### src/rtl/mtgd_pkg.sv
// Shared types, constants and a helper function for the multi-tap gesture detector.
`default_nettype none
package mtgd_pkg;

  localparam int unsigned COORD_BITS = 16;
  localparam int unsigned COUNT_BITS = 16;
  localparam int unsigned TIME_BITS  = 32;
  localparam int unsigned THR_BITS   = 13;
  localparam int unsigned TOL_BITS   = 6;
  localparam int unsigned CFG_BITS   = THR_BITS;

  localparam logic [TOL_BITS-1:0]   TOL_MOUSE  = TOL_BITS'(1);
  localparam logic [TOL_BITS-1:0]   TOL_TOUCH  = TOL_BITS'(40);
  localparam logic [THR_BITS-1:0]   THR_RESET  = THR_BITS'(500);
  localparam logic [COUNT_BITS-1:0] COUNT_MAX  = {COUNT_BITS{1'b1}};

  typedef enum logic [1:0] {
    CMD_BEGAN     = 2'd0,
    CMD_MOVED     = 2'd1,
    CMD_ENDED     = 2'd2,
    CMD_CANCELLED = 2'd3
  } cmd_e;

  typedef enum logic {
    CFG_THRESHOLD = 1'b0,
    CFG_TOUCH     = 1'b1
  } cfg_idx_e;

  typedef struct packed {
    logic [1:0]                   command;
    logic signed [COORD_BITS-1:0] pos_x;
    logic signed [COORD_BITS-1:0] pos_y;
    logic [TIME_BITS-1:0]         time_ms;
  } in_t;

  typedef struct packed {
    logic                         tap_occurred;
    logic signed [COORD_BITS-1:0] tap_x;
    logic signed [COORD_BITS-1:0] tap_y;
    logic [15:0]                  tap_count;
  } out_t;

  typedef struct packed {
    logic [THR_BITS-1:0] threshold_ms;
    logic                touchscreen;
  } cfg_t;

  // Two points are near when both coordinate distances are within the tolerance.
  function automatic logic near(input logic signed [COORD_BITS-1:0] ax,
                                input logic signed [COORD_BITS-1:0] ay,
                                input logic signed [COORD_BITS-1:0] bx,
                                input logic signed [COORD_BITS-1:0] by,
                                input logic [TOL_BITS-1:0] tol);
    logic signed [COORD_BITS:0] dx;
    logic signed [COORD_BITS:0] dy;
    logic [COORD_BITS:0]        adx;
    logic [COORD_BITS:0]        ady;
    dx  = {ax[COORD_BITS-1], ax} - {bx[COORD_BITS-1], bx};
    dy  = {ay[COORD_BITS-1], ay} - {by[COORD_BITS-1], by};
    adx = dx[COORD_BITS] ? (COORD_BITS+1)'(0) - dx : dx;
    ady = dy[COORD_BITS] ? (COORD_BITS+1)'(0) - dy : dy;
    near = (adx <= (COORD_BITS+1)'(tol)) && (ady <= (COORD_BITS+1)'(tol));
  endfunction

endpackage
`default_nettype wire

### src/rtl/mtgd_tracker.sv
// Press and tap tracking state with the per-event tap decision logic.
`default_nettype none
module mtgd_tracker (
  input  wire logic          clk_i,
  input  wire logic          rst_ni,
  input  wire logic          ev_valid_i,
  input  wire mtgd_pkg::in_t ev_i,
  input  wire mtgd_pkg::cfg_t cfg_i,
  output mtgd_pkg::out_t     res_o
);

  logic                                   first_valid_q, first_valid_d;
  logic signed [mtgd_pkg::COORD_BITS-1:0] first_x_q, first_x_d;
  logic signed [mtgd_pkg::COORD_BITS-1:0] first_y_q, first_y_d;
  logic                                   last_valid_q, last_valid_d;
  logic signed [mtgd_pkg::COORD_BITS-1:0] last_x_q, last_x_d;
  logic signed [mtgd_pkg::COORD_BITS-1:0] last_y_q, last_y_d;
  logic                                   tap_valid_q, tap_valid_d;
  logic [mtgd_pkg::TIME_BITS-1:0]         tap_time_q, tap_time_d;
  logic [mtgd_pkg::COUNT_BITS-1:0]        count_q, count_d;

  logic [mtgd_pkg::TOL_BITS-1:0]  tol;
  logic [mtgd_pkg::TIME_BITS-1:0] gap;
  logic                           near_first;
  logic                           near_last;
  logic                           tap;

  assign tol = cfg_i.touchscreen ? mtgd_pkg::TOL_TOUCH : mtgd_pkg::TOL_MOUSE;
  assign gap = ev_i.time_ms - tap_time_q;
  assign near_first = mtgd_pkg::near(ev_i.pos_x, ev_i.pos_y, first_x_q, first_y_q, tol);
  assign near_last  = mtgd_pkg::near(ev_i.pos_x, ev_i.pos_y, last_x_q, last_y_q, tol);

  always_comb begin
    first_valid_d = first_valid_q;
    first_x_d     = first_x_q;
    first_y_d     = first_y_q;
    last_valid_d  = last_valid_q;
    last_x_d      = last_x_q;
    last_y_d      = last_y_q;
    tap_valid_d   = tap_valid_q;
    tap_time_d    = tap_time_q;
    count_d       = count_q;
    tap           = 1'b0;
    unique case (mtgd_pkg::cmd_e'(ev_i.command))
      mtgd_pkg::CMD_BEGAN: begin
        first_valid_d = 1'b1;
        last_valid_d  = 1'b1;
        last_x_d      = ev_i.pos_x;
        last_y_d      = ev_i.pos_y;
        if (!first_valid_q || !near_first) begin
          first_x_d = ev_i.pos_x;
          first_y_d = ev_i.pos_y;
        end
        if (first_valid_q && !near_first) begin
          count_d     = '0;
          tap_valid_d = 1'b0;
        end
      end
      mtgd_pkg::CMD_ENDED: begin
        if (last_valid_q && near_last) begin
          tap = 1'b1;
          if (!tap_valid_q ||
              gap > mtgd_pkg::TIME_BITS'(cfg_i.threshold_ms)) begin
            count_d = mtgd_pkg::COUNT_BITS'(1);
          end else if (count_q != mtgd_pkg::COUNT_MAX) begin
            count_d = count_q + mtgd_pkg::COUNT_BITS'(1);
          end
          tap_valid_d  = 1'b1;
          tap_time_d   = ev_i.time_ms;
          last_valid_d = 1'b0;
        end
      end
      mtgd_pkg::CMD_MOVED: begin
        if (last_valid_q && !near_last) begin
          first_valid_d = 1'b0;
          last_valid_d  = 1'b0;
          tap_valid_d   = 1'b0;
          count_d       = '0;
        end
      end
      mtgd_pkg::CMD_CANCELLED: begin
        first_valid_d = 1'b0;
        last_valid_d  = 1'b0;
        tap_valid_d   = 1'b0;
        count_d       = '0;
      end
      default: begin
        first_valid_d = 1'b0;
        last_valid_d  = 1'b0;
        tap_valid_d   = 1'b0;
        count_d       = '0;
      end
    endcase
  end

  always_comb begin
    res_o = '0;
    if (tap) begin
      res_o.tap_occurred = 1'b1;
      res_o.tap_x        = ev_i.pos_x;
      res_o.tap_y        = ev_i.pos_y;
      res_o.tap_count    = 16'(count_d);
    end
  end

  always_ff @(posedge clk_i or negedge rst_ni) begin
    if (!rst_ni) begin
      first_valid_q <= 1'b0;
      last_valid_q  <= 1'b0;
      tap_valid_q   <= 1'b0;
      count_q       <= '0;
    end else if (ev_valid_i) begin
      first_valid_q <= first_valid_d;
      last_valid_q  <= last_valid_d;
      tap_valid_q   <= tap_valid_d;
      count_q       <= count_d;
    end
  end

  always_ff @(posedge clk_i) begin
    if (ev_valid_i) begin
      first_x_q  <= first_x_d;
      first_y_q  <= first_y_d;
      last_x_q   <= last_x_d;
      last_y_q   <= last_y_d;
      tap_time_q <= tap_time_d;
    end
  end

endmodule
`default_nettype wire

### src/rtl/multi_tap_gesture_detector.sv
// Top level of the multi-tap gesture detector: configuration, handshakes and result register.
// The block takes one pointer event per clock cycle and returns exactly one result
// transaction for each in the cycle after the event is accepted. The tracking state is
// updated in the same cycle the event is taken, so successive events may arrive on
// consecutive cycles. A single output register holds the result; while it is full and
// the downstream side stalls, in_stall_o is raised, otherwise a new event is taken even
// in the cycle in which the previous result leaves. Configuration writes take effect on
// the next event and should only be made while no event is in flight.
`default_nettype none
module multi_tap_gesture_detector (
  input  wire logic                           clk_i,
  input  wire logic                           rst_ni,
  input  wire logic                           cfg_we_i,
  input  wire logic                           cfg_idx_i,
  input  wire logic [mtgd_pkg::CFG_BITS-1:0]  cfg_data_i,
  input  wire logic                           in_valid_i,
  output logic                                in_stall_o,
  input  wire mtgd_pkg::in_t                  in_data_i,
  output logic                                out_valid_o,
  input  wire logic                           out_stall_i,
  output mtgd_pkg::out_t                      out_data_o
);

  mtgd_pkg::cfg_t cfg_q;
  mtgd_pkg::out_t res;
  mtgd_pkg::out_t out_data_q;
  logic           out_valid_q;
  logic           in_accept;

  assign in_stall_o = out_valid_q && out_stall_i;
  assign in_accept  = in_valid_i && !in_stall_o;

  always_ff @(posedge clk_i or negedge rst_ni) begin
    if (!rst_ni) begin
      cfg_q.threshold_ms <= mtgd_pkg::THR_RESET;
      cfg_q.touchscreen  <= 1'b0;
    end else if (cfg_we_i) begin
      unique case (mtgd_pkg::cfg_idx_e'(cfg_idx_i))
        mtgd_pkg::CFG_THRESHOLD: cfg_q.threshold_ms <= cfg_data_i;
        mtgd_pkg::CFG_TOUCH:     cfg_q.touchscreen  <= cfg_data_i[0];
        default:                 cfg_q              <= cfg_q;
      endcase
    end
  end

  mtgd_tracker u_tracker (
    .clk_i      (clk_i),
    .rst_ni     (rst_ni),
    .ev_valid_i (in_accept),
    .ev_i       (in_data_i),
    .cfg_i      (cfg_q),
    .res_o      (res)
  );

  always_ff @(posedge clk_i or negedge rst_ni) begin
    if (!rst_ni) begin
      out_valid_q <= 1'b0;
    end else if (!in_stall_o) begin
      out_valid_q <= in_valid_i;
    end
  end

  always_ff @(posedge clk_i) begin
    if (in_accept) begin
      out_data_q <= res;
    end
  end

  assign out_valid_o = out_valid_q;
  assign out_data_o  = out_data_q;

  a_accept_gives_result: assert property (@(posedge clk_i) disable iff (!rst_ni)
    in_valid_i && !in_stall_o |=> out_valid_o)
    else $error("accepted event produced no result");

  a_no_tap_zero: assert property (@(posedge clk_i) disable iff (!rst_ni)
    out_valid_o && !out_data_o.tap_occurred |->
      out_data_o.tap_x == '0 && out_data_o.tap_y == '0 && out_data_o.tap_count == '0)
    else $error("non-tap result carries data");

  a_tap_counted: assert property (@(posedge clk_i) disable iff (!rst_ni)
    out_valid_o && out_data_o.tap_occurred |-> out_data_o.tap_count != '0)
    else $error("tap reported with zero count");

endmodule
`default_nettype wire

### config.mk
export PLATFORM = sky130hd
export DESIGN_NAME = multi_tap_gesture_detector
export DESIGN_NICKNAME = d
export VERILOG_FILES = /design/src/rtl/mtgd_pkg.sv /design/src/rtl/mtgd_tracker.sv /design/src/rtl/multi_tap_gesture_detector.sv
export SDC_FILE = /design/constraint.sdc
export NUM_CORES = 1
export LEC_CHECK = 0
export ABC_CLOCK_PERIOD_IN_PS = 9600
export BUFFER_PORTS_ARGS = -buffer_cell sky130_fd_sc_hd__buf_2
export CELL_PAD_IN_SITES_DETAIL_PLACEMENT = 1
export CELL_PAD_IN_SITES_GLOBAL_PLACEMENT = 2
export CORE_UTILIZATION = 30
export DETAILED_ROUTE_END_ITERATION = 6
export PLACE_DENSITY_LB_ADDON = 0.1
export SLEW_MARGIN = 25
export SYNTH_ARGS = -nofsm -noshare
export SYNTH_HDL_FRONTEND = slang
export SYNTH_SLANG_ARGS = --single-unit
### constraint.sdc
create_clock -name clk_i -period 9.6 [get_ports clk_i]
set_clock_uncertainty 0.2 [all_clocks]
set_input_delay 1.44 -clock clk_i [delete_from_list [all_inputs] [get_ports clk_i]]
set_output_delay 1.44 -clock clk_i [all_outputs]
set_load 0.02 [all_outputs]
==> impl_results.md, run 1 <==
- Peak fanout along the critical path: 32
- Top Family by Delay on Critical Path: simple AND/OR/NAND/NOR gates
- Setup-failing EPs final: 0
- Syn-to-layout area delta: 12.61%
- I/O pin count: approximately 140
- Router iterations before antenna repair: 7
- Width of the die: around 230 um
- Cell count after synthesis: ~1,700
- Reg area: between 5000 and 6000 sq um
- Final Hold Violating Endpoints: 0
- Hold_ws: about 320 ps
- Maximum number of pins on one net before global-route repair: between 50 and 60
- Stage delay of the slowest cell on the critical path: 620 ps
- Post-Synthesis Cell Area: roughly 15,000 sq um
- Clock network latency to the later pin of the worst-skew pair: ~500 ps
- Commonest cells in the netlist: sky130_fd_sc_hd__inv_1 (146), sky130_fd_sc_hd__edfxtp_1 (145), sky130_fd_sc_hd__ha_1 (125)
- First-pass GRT wire length: slightly below 80 mm
- Most used cell, CP: sky130_fd_sc_hd__nor2_1
- NumNets Final: 2,033
- Max-cap check violation count: 0
- Worst EP arrival: 7810 ps
- Overall routed net length: roughly 49 mm
- Asr flop ratio synth: 0.1899
- TritonCTS clock tree: built
- Required time at the worst-slack endpoint: 9840 ps
- Chip height: about 230 um
- Most instantiated library cell after synthesis: sky130_fd_sc_hd__inv_1
- Unrepaired setup endpoints after global routing: no
- Routed via count divided by cell count: 5.413
- Worst hold path depth: 2
- Static Leakage: 7.079 nW
- Critical Path End Type: register
- Clk sinks: about 180
- Vias in the first global route: around 14,000
- Startpoint-to-endpoint class of the critical path: input port to register
- Outcome: complete, no violations
- Final-layout fill cell count: about 5,800
- Number of max-slew violations in the final report: 0
- Estimated wirelength of the detail-placed design: about 38 mm
- Power density over the cells: 129.4 nW/um^2
- Iteration-0 DRC count of the detailed router: 562
- Worst-margin pin slew: slightly above 1000 ps
- Count of different cell masters after synthesis: between 100 and 150
- Overflow after GRT: 0
- Average instance area after synthesis: roughly 9 sq um
- Bufs and invs on worst path: 3
- Ratio of final minimum period to clock period: 0.7883
- Detail-routed net length per standard cell: between 15 and 20 um
- Number of buffers inserted by port buffering: around 140
- Clock slew seen by the registers of the worst setup and hold paths: 80 ps
- Classification of the worst-slack hold path: register to register
- Number of cells upsized or downsized after cts: 0
- Total nets after synthesis: slightly below 2,000
- Register-to-Register Path Depth: 24
- Overall die area: around 52,000 sq um
- Number of enable-type register cells in the synthesized netlist: ~150
- Fraction of final layout cells sized beyond drive strength 1: 0.1316
- Register area share after synthesis: 0.3388
- Antenna-violating nets left: 0
- Cell count after placement: 2,470
- Maximum clock rate: approximately 130 MHz
- Standard-cell rows: 82
- Multi-input logic area: around 9400 sq um
- Routed vias: around 14,000
- Levels on crit path: 26
- Warnings from Yosys: 0
- Initial Utilization: 0.3054
- CTS Root Cell: sky130_fd_sc_hd__clkbuf_16
- Number of remaining DRC errors: 0
- Hold buffer count at cts: 0
- Cells taking the most area after synthesis: sky130_fd_sc_hd__edfxtp_1 (28%), sky130_fd_sc_hd__ha_1 (10%), sky130_fd_sc_hd__dfrtp_1 (4.6%), sky130_fd_sc_hd__a21oi_1 (3.6%), sky130_fd_sc_hd__inv_1 (3.6%)
- Core area: ~50,000 sq um
- Antenna violations before repair: 3
- Kind of start point of the critical path: input port
- Maximum root-to-sink buffer count: 2
- Number of buffers inserted during clock tree synthesis: 17
- Total negative slack: 0 ps
- Number of standard cells in the final layout excluding fillers: 2,503
- Flops & latches, synth: 179
- Gr usage total: 0.1920
- Crit path max-delay cell type: sky130_fd_sc_hd__inv_2
- Area share of the leading cell type in the synthesized netlist: 0.2830
- Routability congestion estimate from global placement: 0.8365
- Headroom to the max-slew limit: 0.3191
- Total setup buffers inserted after CTS: 0
- Cell type with the largest total area after synthesis: sky130_fd_sc_hd__edfxtp_1
- Min Clock Period, post-route: approximately 7600 ps
- H-tree levels: 4
- Dominant register cell in the synthesized netlist: sky130_fd_sc_hd__edfxtp_1
- Largest vdd supply drop: roughly 130 uV
- Number of inserted diodes: 0
==> per-stage QoR <==
step                total power, mW  worst slack (ps)  utilization  area [sq um]
floorplan                     1.349              1911            -         15390
global route                  2.382              1293       0.3440         17330
global placement              1.541              1615       0.3322         16730
finish                        2.243              2032       0.3440         17330
CTS                           2.287              1960       0.3434         17300
detailed placement            1.549              1411       0.3322         16730
==> report_power, final <==
part | switching [mW] | internal, mW | leakage, nW
Clock | 0.369 | 0.343 | 0.281
Combinational | 0.412 | 0.237 | 5.01
Sequential | 0.0137 | 0.868 | 1.79
Total | 0.795 | 1.45 | 7.08
==> layout make-up <==
type	instances	share of cell area
clock buffers	17	0.02455
inverters	148	0.03206
clock inverters	15	0.008087
flip-flops and latches	179	0.3008
multi-input cells	1333	0.5444
well taps	672	0.04852
repair buffers	139	0.04159
==> registers in the layout, summed over array words and instances (netlist names) <==
register,count
u_tracker.tap_valid_q,1
u_tracker.last_valid_q,1
u_tracker.first_valid_q,1
u_tracker.tap_time_q,32
out_data_o,49
u_tracker.last_y_q,16
u_tracker.count_q,16
u_tracker.last_x_q,16
out_valid_o,1
cfg_q,14
u_tracker.first_y_q,16
u_tracker.first_x_q,16
==> per-layer routing <==
layer | track usage | part of all wire | wire length [um]
met4 | 0.05432 | 0.014 | 699
met3 | 0.03618 | 0.030 | 1450
met1 | 0.2476 | 0.47 | 22840
met5 | 0 | 0.00080 | 39
met2 | 0.3249 | 0.49 | 23670
==> cells by family (layout without fill, tap and decap cells) <==
family                     count (synthesis)  count (layout)  share of synthesized area
adders and majority gates                130             130                     0.1081
DFF                                      179             179                     0.3388
buffers and inverters                    202             319                    0.05041
muxes                                     23              23                    0.01561
and+or+nand+nor                          591             591                     0.2054
xor gates and xnor gates                  73              73                    0.04155
AOI/OAI and AO/OA                        516             516                     0.2401
==> tightest hold or removal path, cell delays in order (launching register included) <==
cell	delay (ps)
sky130_fd_sc_hd__dfstp_2	360
sky130_fd_sc_hd__inv_1	70
sky130_fd_sc_hd__o21ai_0	80
==> layout by cell type (no fill, tap or decap), drive strengths merged, types with 21 or more instances in the layout <==
| cell | instances |
|---|---|
| nand2b | 25 |
| xnor2 | 37 |
| nand4 | 28 |
| nand2 | 110 |
| buf | 139 |
| a21oi | 113 |
| and3 | 32 |
| inv | 157 |
| o211ai | 29 |
| nor2b | 26 |
| nor2 | 125 |
| ha | 125 |
| o21a | 21 |
| edfxtp | 145 |
| xor2 | 36 |
| a21o | 32 |
| nor3 | 49 |
| o21ai | 89 |
| dfrtp | 28 |
| and2 | 45 |
| a211oi | 31 |
| nand3 | 47 |
==> path summary, 6_finish.rpt <==
| path | from | end | slack (ps) |
|---|---|---|---|
| setup / recovery | in_data_i[48] | u_tracker.count_q[12] | 2030 |
| hold / removal | cfg_q[9] | cfg_q[9] | 320 |
| setup reg to reg | u_tracker.last_x_q[0] | u_tracker.count_q[12] | 2800 |
| hold reg to reg | cfg_q[9] | cfg_q[9] | 320 |
| max in group asynchronous | rst_ni | cfg_q[6] | 8070 |
| min in group asynchronous | rst_ni | u_tracker.count_q[13] | 710 |
(Power assumes the default switching activity.)
==> run 2, diff against run 1 <==
--- a/config.mk
+++ b/config.mk
@@ -5,7 +5,7 @@
 export SDC_FILE = /design/constraint.sdc
 export NUM_CORES = 1
 export LEC_CHECK = 0
-export ABC_CLOCK_PERIOD_IN_PS = 9600
+export ABC_CLOCK_PERIOD_IN_PS = 6080
 export BUFFER_PORTS_ARGS = -buffer_cell sky130_fd_sc_hd__buf_2
 export CELL_PAD_IN_SITES_DETAIL_PLACEMENT = 1
 export CELL_PAD_IN_SITES_GLOBAL_PLACEMENT = 2
==> constraint.sdc (replaced) <==
create_clock -name clk_i -period 6.08 [get_ports clk_i]
set_clock_uncertainty 0.2 [all_clocks]
set_input_delay 0.912 -clock clk_i [delete_from_list [all_inputs] [get_ports clk_i]]
set_output_delay 0.912 -clock clk_i [all_outputs]
set_load 0.02 [all_outputs]
==> impl_results.md, run 2 (same netlist as run 1, synthesis figures left out) <==
- Most frequent cells in the layout: sky130_fd_sc_hd__inv_1 (145), sky130_fd_sc_hd__edfxtp_1 (145), sky130_fd_sc_hd__buf_2 (135), sky130_fd_sc_hd__buf_4 (128), sky130_fd_sc_hd__ha_1 (122)
- NumNets Final: roughly 2,200
- Worst-margin pin slew: 961.1 ps
- Routability congestion estimate from global placement: about 0.85
- Antenna-violating nets left: 0
- Cell count after placement: between 2,000 and 3,000
- Router iterations before antenna repair: 5
- Width of the die: about 230 um
- Static Leakage: approximately 7.7 nW
- Maximum clock rate: ~170 MHz
- Routed vias: 14,030
- Iteration-0 DRC count of the detailed router: roughly 580
- Min Clock Period, post-route: 5817 ps
- Classification of the worst-slack hold path: register to register
- Reg2reg end: out_data_o[10]
- Headroom to the max-slew limit: 0.3593
- Core area: between 50,000 and 60,000 sq um
- TritonCTS clock tree: built
- Vias in the first global route: around 15,000
- Routed via count divided by cell count: 5.330
- Number of max-slew violations in the final report: 0
- Final core utilization: 0.3681
- Standard-cell rows: 82
- Overall die area: roughly 52,000 sq um
- Worst reg2reg setup slack: 460 ps
- Critical Path End Type: register
- Number of standard cells in the final layout excluding fillers: between 2,000 and 3,000
- Clock network latency to the later pin of the worst-skew pair: 500 ps
- Power density over the cells: 198.4 nW/um^2
- Number of remaining DRC errors: 0
- Overflow after GRT: 0
- Register-to-Register Path Depth: 23
- CTS Root Cell: sky130_fd_sc_hd__clkbuf_16
- Source of the worst register-to-register timing path: u_tracker.tap_time_q[1]
- Clock slew seen by the registers of the worst setup and hold paths: about 70 ps
- Estimated wirelength of the detail-placed design: just over 40 mm
- Startpoint-to-endpoint class of the critical path: input port to register
- Flip-flop count of the largest register, all copies and words added: 49
- Min-Delay Endpoint: cfg_q[7]
- Initial Utilization: 0.3054
- Overall routed net length: around 51 mm
- Maximum number of pins on one net before global-route repair: 58
- Antenna violations before repair: 1
- I/O pin count: 136
- Final Hold Violating Endpoints: 0
- Clk sinks: about 180
- Syn-to-layout area delta: 20.52%
- Chip height: ~230 um
- Setup-failing EPs final: 0
- Peak fanout along the critical path: 4
- Required time at the worst-slack endpoint: between 6000 and 7000 ps
- Worst hold path depth: 2
- Max-cap check violation count: 0
- First-pass GRT wire length: between 80 and 90 mm
- Launch instance of the worst min-delay path: cfg_q[7]
- Ratio of final minimum period to clock period: 0.9568
- Fraction of final layout cells sized beyond drive strength 1: 0.2047
- Worst EP arrival: roughly 6000 ps
- Largest vdd supply drop: ~220 uV
- Number of buffers inserted by port buffering: about 140
- Total negative slack: 0 ps
- Detail-routed net length per standard cell: approximately 19 um
- Number of buffers inserted during clock tree synthesis: 17
- Maximum root-to-sink buffer count: 2
- Gr usage total: 0.1988
- Hold buffer count at cts: 0
- H-tree levels: 4
- Kind of start point of the critical path: input port
- Outcome: complete, no violations
==> run 2: changes by cell type in the layout (fill, tap and decap cells not counted), moves of 4 or more <==
cell                       delta
sky130_fd_sc_hd__buf_4      +124
sky130_fd_sc_hd__a211oi_2     +4
sky130_fd_sc_hd__a21oi_1      -7
sky130_fd_sc_hd__a211oi_1     -5
sky130_fd_sc_hd__a21oi_2      +7
==> run 2: cell type report <==
class	instances	area, sq um
inverter	148	568.0
clock buffer	18	439.2
sequential	179	5213
antenna	1	2.502
multi-input combinational	1333	9629
clock inverter	14	135.1
fill	5841	31830
timing repair buffer	267	1717
tap	672	840.8
==> run 2: timing repair <==
action,in CTS,in global routing
hold endpoints to repair,0,0
buffers inserted,0,0
gates resized for setup,5,12
pin swaps,0,6
endpoints found under the setup margin,11,16
==> run 2: critical path: stages <==
cell and delay (ps):
sky130_fd_sc_hd__buf_2 100, sky130_fd_sc_hd__inv_1 50, sky130_fd_sc_hd__ha_1 160, sky130_fd_sc_hd__inv_1 60, sky130_fd_sc_hd__fa_2 340, sky130_fd_sc_hd__a211o_1 300
sky130_fd_sc_hd__a21oi_2 180, sky130_fd_sc_hd__a21boi_2 80, sky130_fd_sc_hd__a21o_1 190, sky130_fd_sc_hd__a21oi_2 150, sky130_fd_sc_hd__xnor2_1 130, sky130_fd_sc_hd__ha_1 260
sky130_fd_sc_hd__a21o_1 170, sky130_fd_sc_hd__a211oi_2 240, sky130_fd_sc_hd__o311ai_2 160, sky130_fd_sc_hd__a211o_1 300, sky130_fd_sc_hd__nor3_2 140, sky130_fd_sc_hd__nand4_1 110
sky130_fd_sc_hd__or4_1 420, sky130_fd_sc_hd__or3_4 370, sky130_fd_sc_hd__or3b_4 430, sky130_fd_sc_hd__buf_4 170, sky130_fd_sc_hd__a211oi_2 240, sky130_fd_sc_hd__nand4_1 140
sky130_fd_sc_hd__a21oi_2 160
==> run 2: how the worst max path moves through the flow <==
stage / start / end
after global placement: in_data_i[0] / out_data_o[10]
final: in_data_i[0] / out_data_o[10]
after CTS: in_data_i[0] / out_data_o[10]
after floorplan: in_data_i[32] / u_tracker.first_x_q[0]
after detailed placement: in_data_i[0] / out_data_o[10]
after global routing: in_data_i[0] / out_data_o[10]
==> run 2: per-stage QoR <==
stage	total power, mW	instance area (sq um)	worst slack (ps)	hold slack, ps
floorplan	2.145	15560	-597.3	271.9
global placement	2.529	17890	-646.2	298.3
detailed placement	2.552	17890	-705.4	304.4
CTS	3.738	18480	10.13	316.3
global route	3.895	18540	-11.23	339.7
finish	3.679	18540	262.7	311.6
==> run 2: where the power goes <==
group | internal, mW | total [mW] | switching (mW)
Clock | 0.556 | 1.15 | 0.591
Combinational | 0.453 | 1.14 | 0.685
Sequential | 1.37 | 1.39 | 0.0231
==> run 2: per-layer routing <==
layer	part of all wire	wire, um	vias to the layer above	global-route usage
li1	-	-	6938	-
met1	0.46	23400	6867	0.2450
met2	0.49	25110	179	0.3475
met3	0.024	1210	45	0.03169
met4	0.024	1247	0	0.07194
met5	0	0	-	0
==> run 3, diff against run 2 <==
--- a/config.mk
+++ b/config.mk
@@ -9,7 +9,7 @@
 export BUFFER_PORTS_ARGS = -buffer_cell sky130_fd_sc_hd__buf_2
 export CELL_PAD_IN_SITES_DETAIL_PLACEMENT = 1
 export CELL_PAD_IN_SITES_GLOBAL_PLACEMENT = 2
-export CORE_UTILIZATION = 30
+export CORE_UTILIZATION = 35
 export DETAILED_ROUTE_END_ITERATION = 6
 export PLACE_DENSITY_LB_ADDON = 0.1
 export SLEW_MARGIN = 25
==> impl_results.md, run 3 (same netlist as run 1, synthesis figures left out) <==
- Outcome: complete, no violations
- Overall die area: 44,810 sq um
- Setup ws final: approximately 220 ps
- Routed length on met1: around 22 mm
- Max-cap check violation count: 0
- Kind of start point of the critical path: input port
- Final Hold Violating Endpoints: 0
- Iteration-0 DRC count of the detailed router: 630
- Width of the die: about 210 um
- Ratio of final minimum period to clock period: 0.9636
- Clock network latency to the later pin of the worst-skew pair: around 500 ps
- H-tree levels: 4
- Post-Layout Inst Area: 18,460 sq um
- Clock slew seen by the registers of the worst setup and hold paths: 80 ps
- Initial Utilization: 0.3564
- Number of standard cells in the final layout excluding fillers: 2,547
- Routed vias: 14,080
- Critical Path End Type: register
- Number of max-slew violations in the final report: 0
- Power density over the cells: 202.9 nW/um^2
- Largest vdd supply drop: between 150 and 200 uV
- NumNets Final: around 2,200
- Wire length on met2: approximately 24 mm
- Routed length on met3: between 1.5 and 2 mm
- Estimated wirelength of the detail-placed design: between 30 and 40 mm
- Most frequent cells in the layout: sky130_fd_sc_hd__inv_1 (145), sky130_fd_sc_hd__edfxtp_1 (145), sky130_fd_sc_hd__buf_2 (135), sky130_fd_sc_hd__buf_4 (133), sky130_fd_sc_hd__ha_1 (122)
- Flip-flop count of the largest register, all copies and words added: a little under 50
- Core area: roughly 43,000 sq um
- Placed cell area: 17,740 sq um
- Chip height: about 210 um
- Number of remaining DRC errors: 0
- Worst-margin pin slew: 924.1 ps
- Required time at the worst-slack endpoint: about 6200 ps
- Standard-cell rows: 76
- Setup-failing EPs final: 0
- Min Clock Period, post-route: just under 6000 ps
- Final-layout fill cell count: 5,107
- Total power: around 3.7 mW
- Detail-routed net length per standard cell: 19.36 um
- Syn-to-layout area delta: 19.98%
- Router iterations before antenna repair: 5
- Number of buffers inserted by port buffering: 135
- Vias in the first global route: 14,270
- Worst-case setup slack after placement: -595.3 ps
- CTS Root Cell: sky130_fd_sc_hd__clkbuf_16
- Top layer in use: met5
- Worst EP arrival: about 6000 ps
- Maximum clock rate: 170.7 MHz
- Startpoint-to-endpoint class of the critical path: input port to register
- First-pass GRT wire length: between 70 and 80 mm
- Number of buffers inserted during clock tree synthesis: 17
- Multi-input logic area: ~9600 sq um
- Overflow after GRT: 0
- TritonCTS clock tree: built
- I/O pin count: roughly 140
- Maximum number of pins on one net before global-route repair: 58
- Worst reg2reg setup slack: 450 ps
- Fraction of final layout cells sized beyond drive strength 1: 0.2030
- Routed via count divided by cell count: around 5.5
- Antenna violations before repair: 3
- Maximum root-to-sink buffer count: 2
- Classification of the worst-slack hold path: register to register
- Routability congestion estimate from global placement: 0.8733
- Static Leakage: 7.758 nW
- Headroom to the max-slew limit: 0.3839
- Final core utilization: 0.4276
- Reg area: roughly 5200 sq um
- Clk sinks: about 180
- Antenna-violating nets left: 0
- Gr usage total: 0.2255
- Peak fanout along the critical path: 4
- Overall routed net length: around 50 mm
- Cell count after placement: roughly 2,500
-- run 3: path summary, 6_finish.rpt --
kind	start	end	cells past startpoint
worst max-delay path	in_data_i[0]	out_data_o[10]	25
worst min-delay path	cfg_q[5]	cfg_q[5]	2
worst max register to register	u_tracker.tap_time_q[1]	out_data_o[10]	23
worst min register to register	cfg_q[5]	cfg_q[5]	2
max in group asynchronous	rst_ni	cfg_q[10]	1
min in group asynchronous	rst_ni	u_tracker.count_q[12]	1
-- run 3: final cells by class --
class                   count  share of cell area
multi-input cells        1333              0.5220
inverters                 148             0.03077
repair buffers            269             0.09177
flip-flops and latches    179              0.2823
clock inverters            13            0.009353
diodes                      1           0.0001355
clock buffers              19             0.02399
well taps                 585             0.03965
-- run 3: critical path, cell delays in order --
cell                       delay, ps
sky130_fd_sc_hd__buf_2           110
sky130_fd_sc_hd__inv_1            50
sky130_fd_sc_hd__ha_1            170
sky130_fd_sc_hd__inv_1            60
sky130_fd_sc_hd__fa_2            340
sky130_fd_sc_hd__a211o_1         340
sky130_fd_sc_hd__a21oi_2         170
sky130_fd_sc_hd__a21boi_1        100
sky130_fd_sc_hd__a21o_1          200
sky130_fd_sc_hd__a21oi_2         140
sky130_fd_sc_hd__xnor2_1         130
sky130_fd_sc_hd__ha_1            260
sky130_fd_sc_hd__a21o_1          170
sky130_fd_sc_hd__a211oi_2        250
sky130_fd_sc_hd__o311ai_2        170
sky130_fd_sc_hd__a211o_1         330
sky130_fd_sc_hd__nor3_2          120
sky130_fd_sc_hd__nand4_1         100
sky130_fd_sc_hd__or4_1           410
sky130_fd_sc_hd__or3_4           370
sky130_fd_sc_hd__or3b_4          430
sky130_fd_sc_hd__buf_4           180
sky130_fd_sc_hd__a211oi_4        230
sky130_fd_sc_hd__nand4_1         140
sky130_fd_sc_hd__a21oi_1         150
-- run 3: timing repair --
action                     4_1_cts  5_1_grt
setup endpoints to repair        6       80
pin swaps                        0        8
hold buffers                     0        0
gates resized for setup          2       15
buffers inserted                 0        2
-- run 3: where the power goes --
group / internal, mW / switching (mW)
combinational: 0.450 / 0.681
clock: 0.663 / 0.557
sequential: 1.37 / 0.0229
-- run 3: stage by stage --
stage | TNS, ps | hold WS [ps]
floorplan | -19110 | 271.9
global placement | -14690 | 301.2
detailed placement | -23540 | 306.2
CTS | 0 | 318.4
global route | -14.20 | 352.8
finish | 0 | 312.2
-- run 3: per-layer routing --
layer | vias up | GRT usage
li1 | 6960 | -
met1 | 6856 | 0.2753
met2 | 203 | 0.3897
met3 | 57 | 0.04332
met4 | 4 | 0.08771
met5 | - | 0
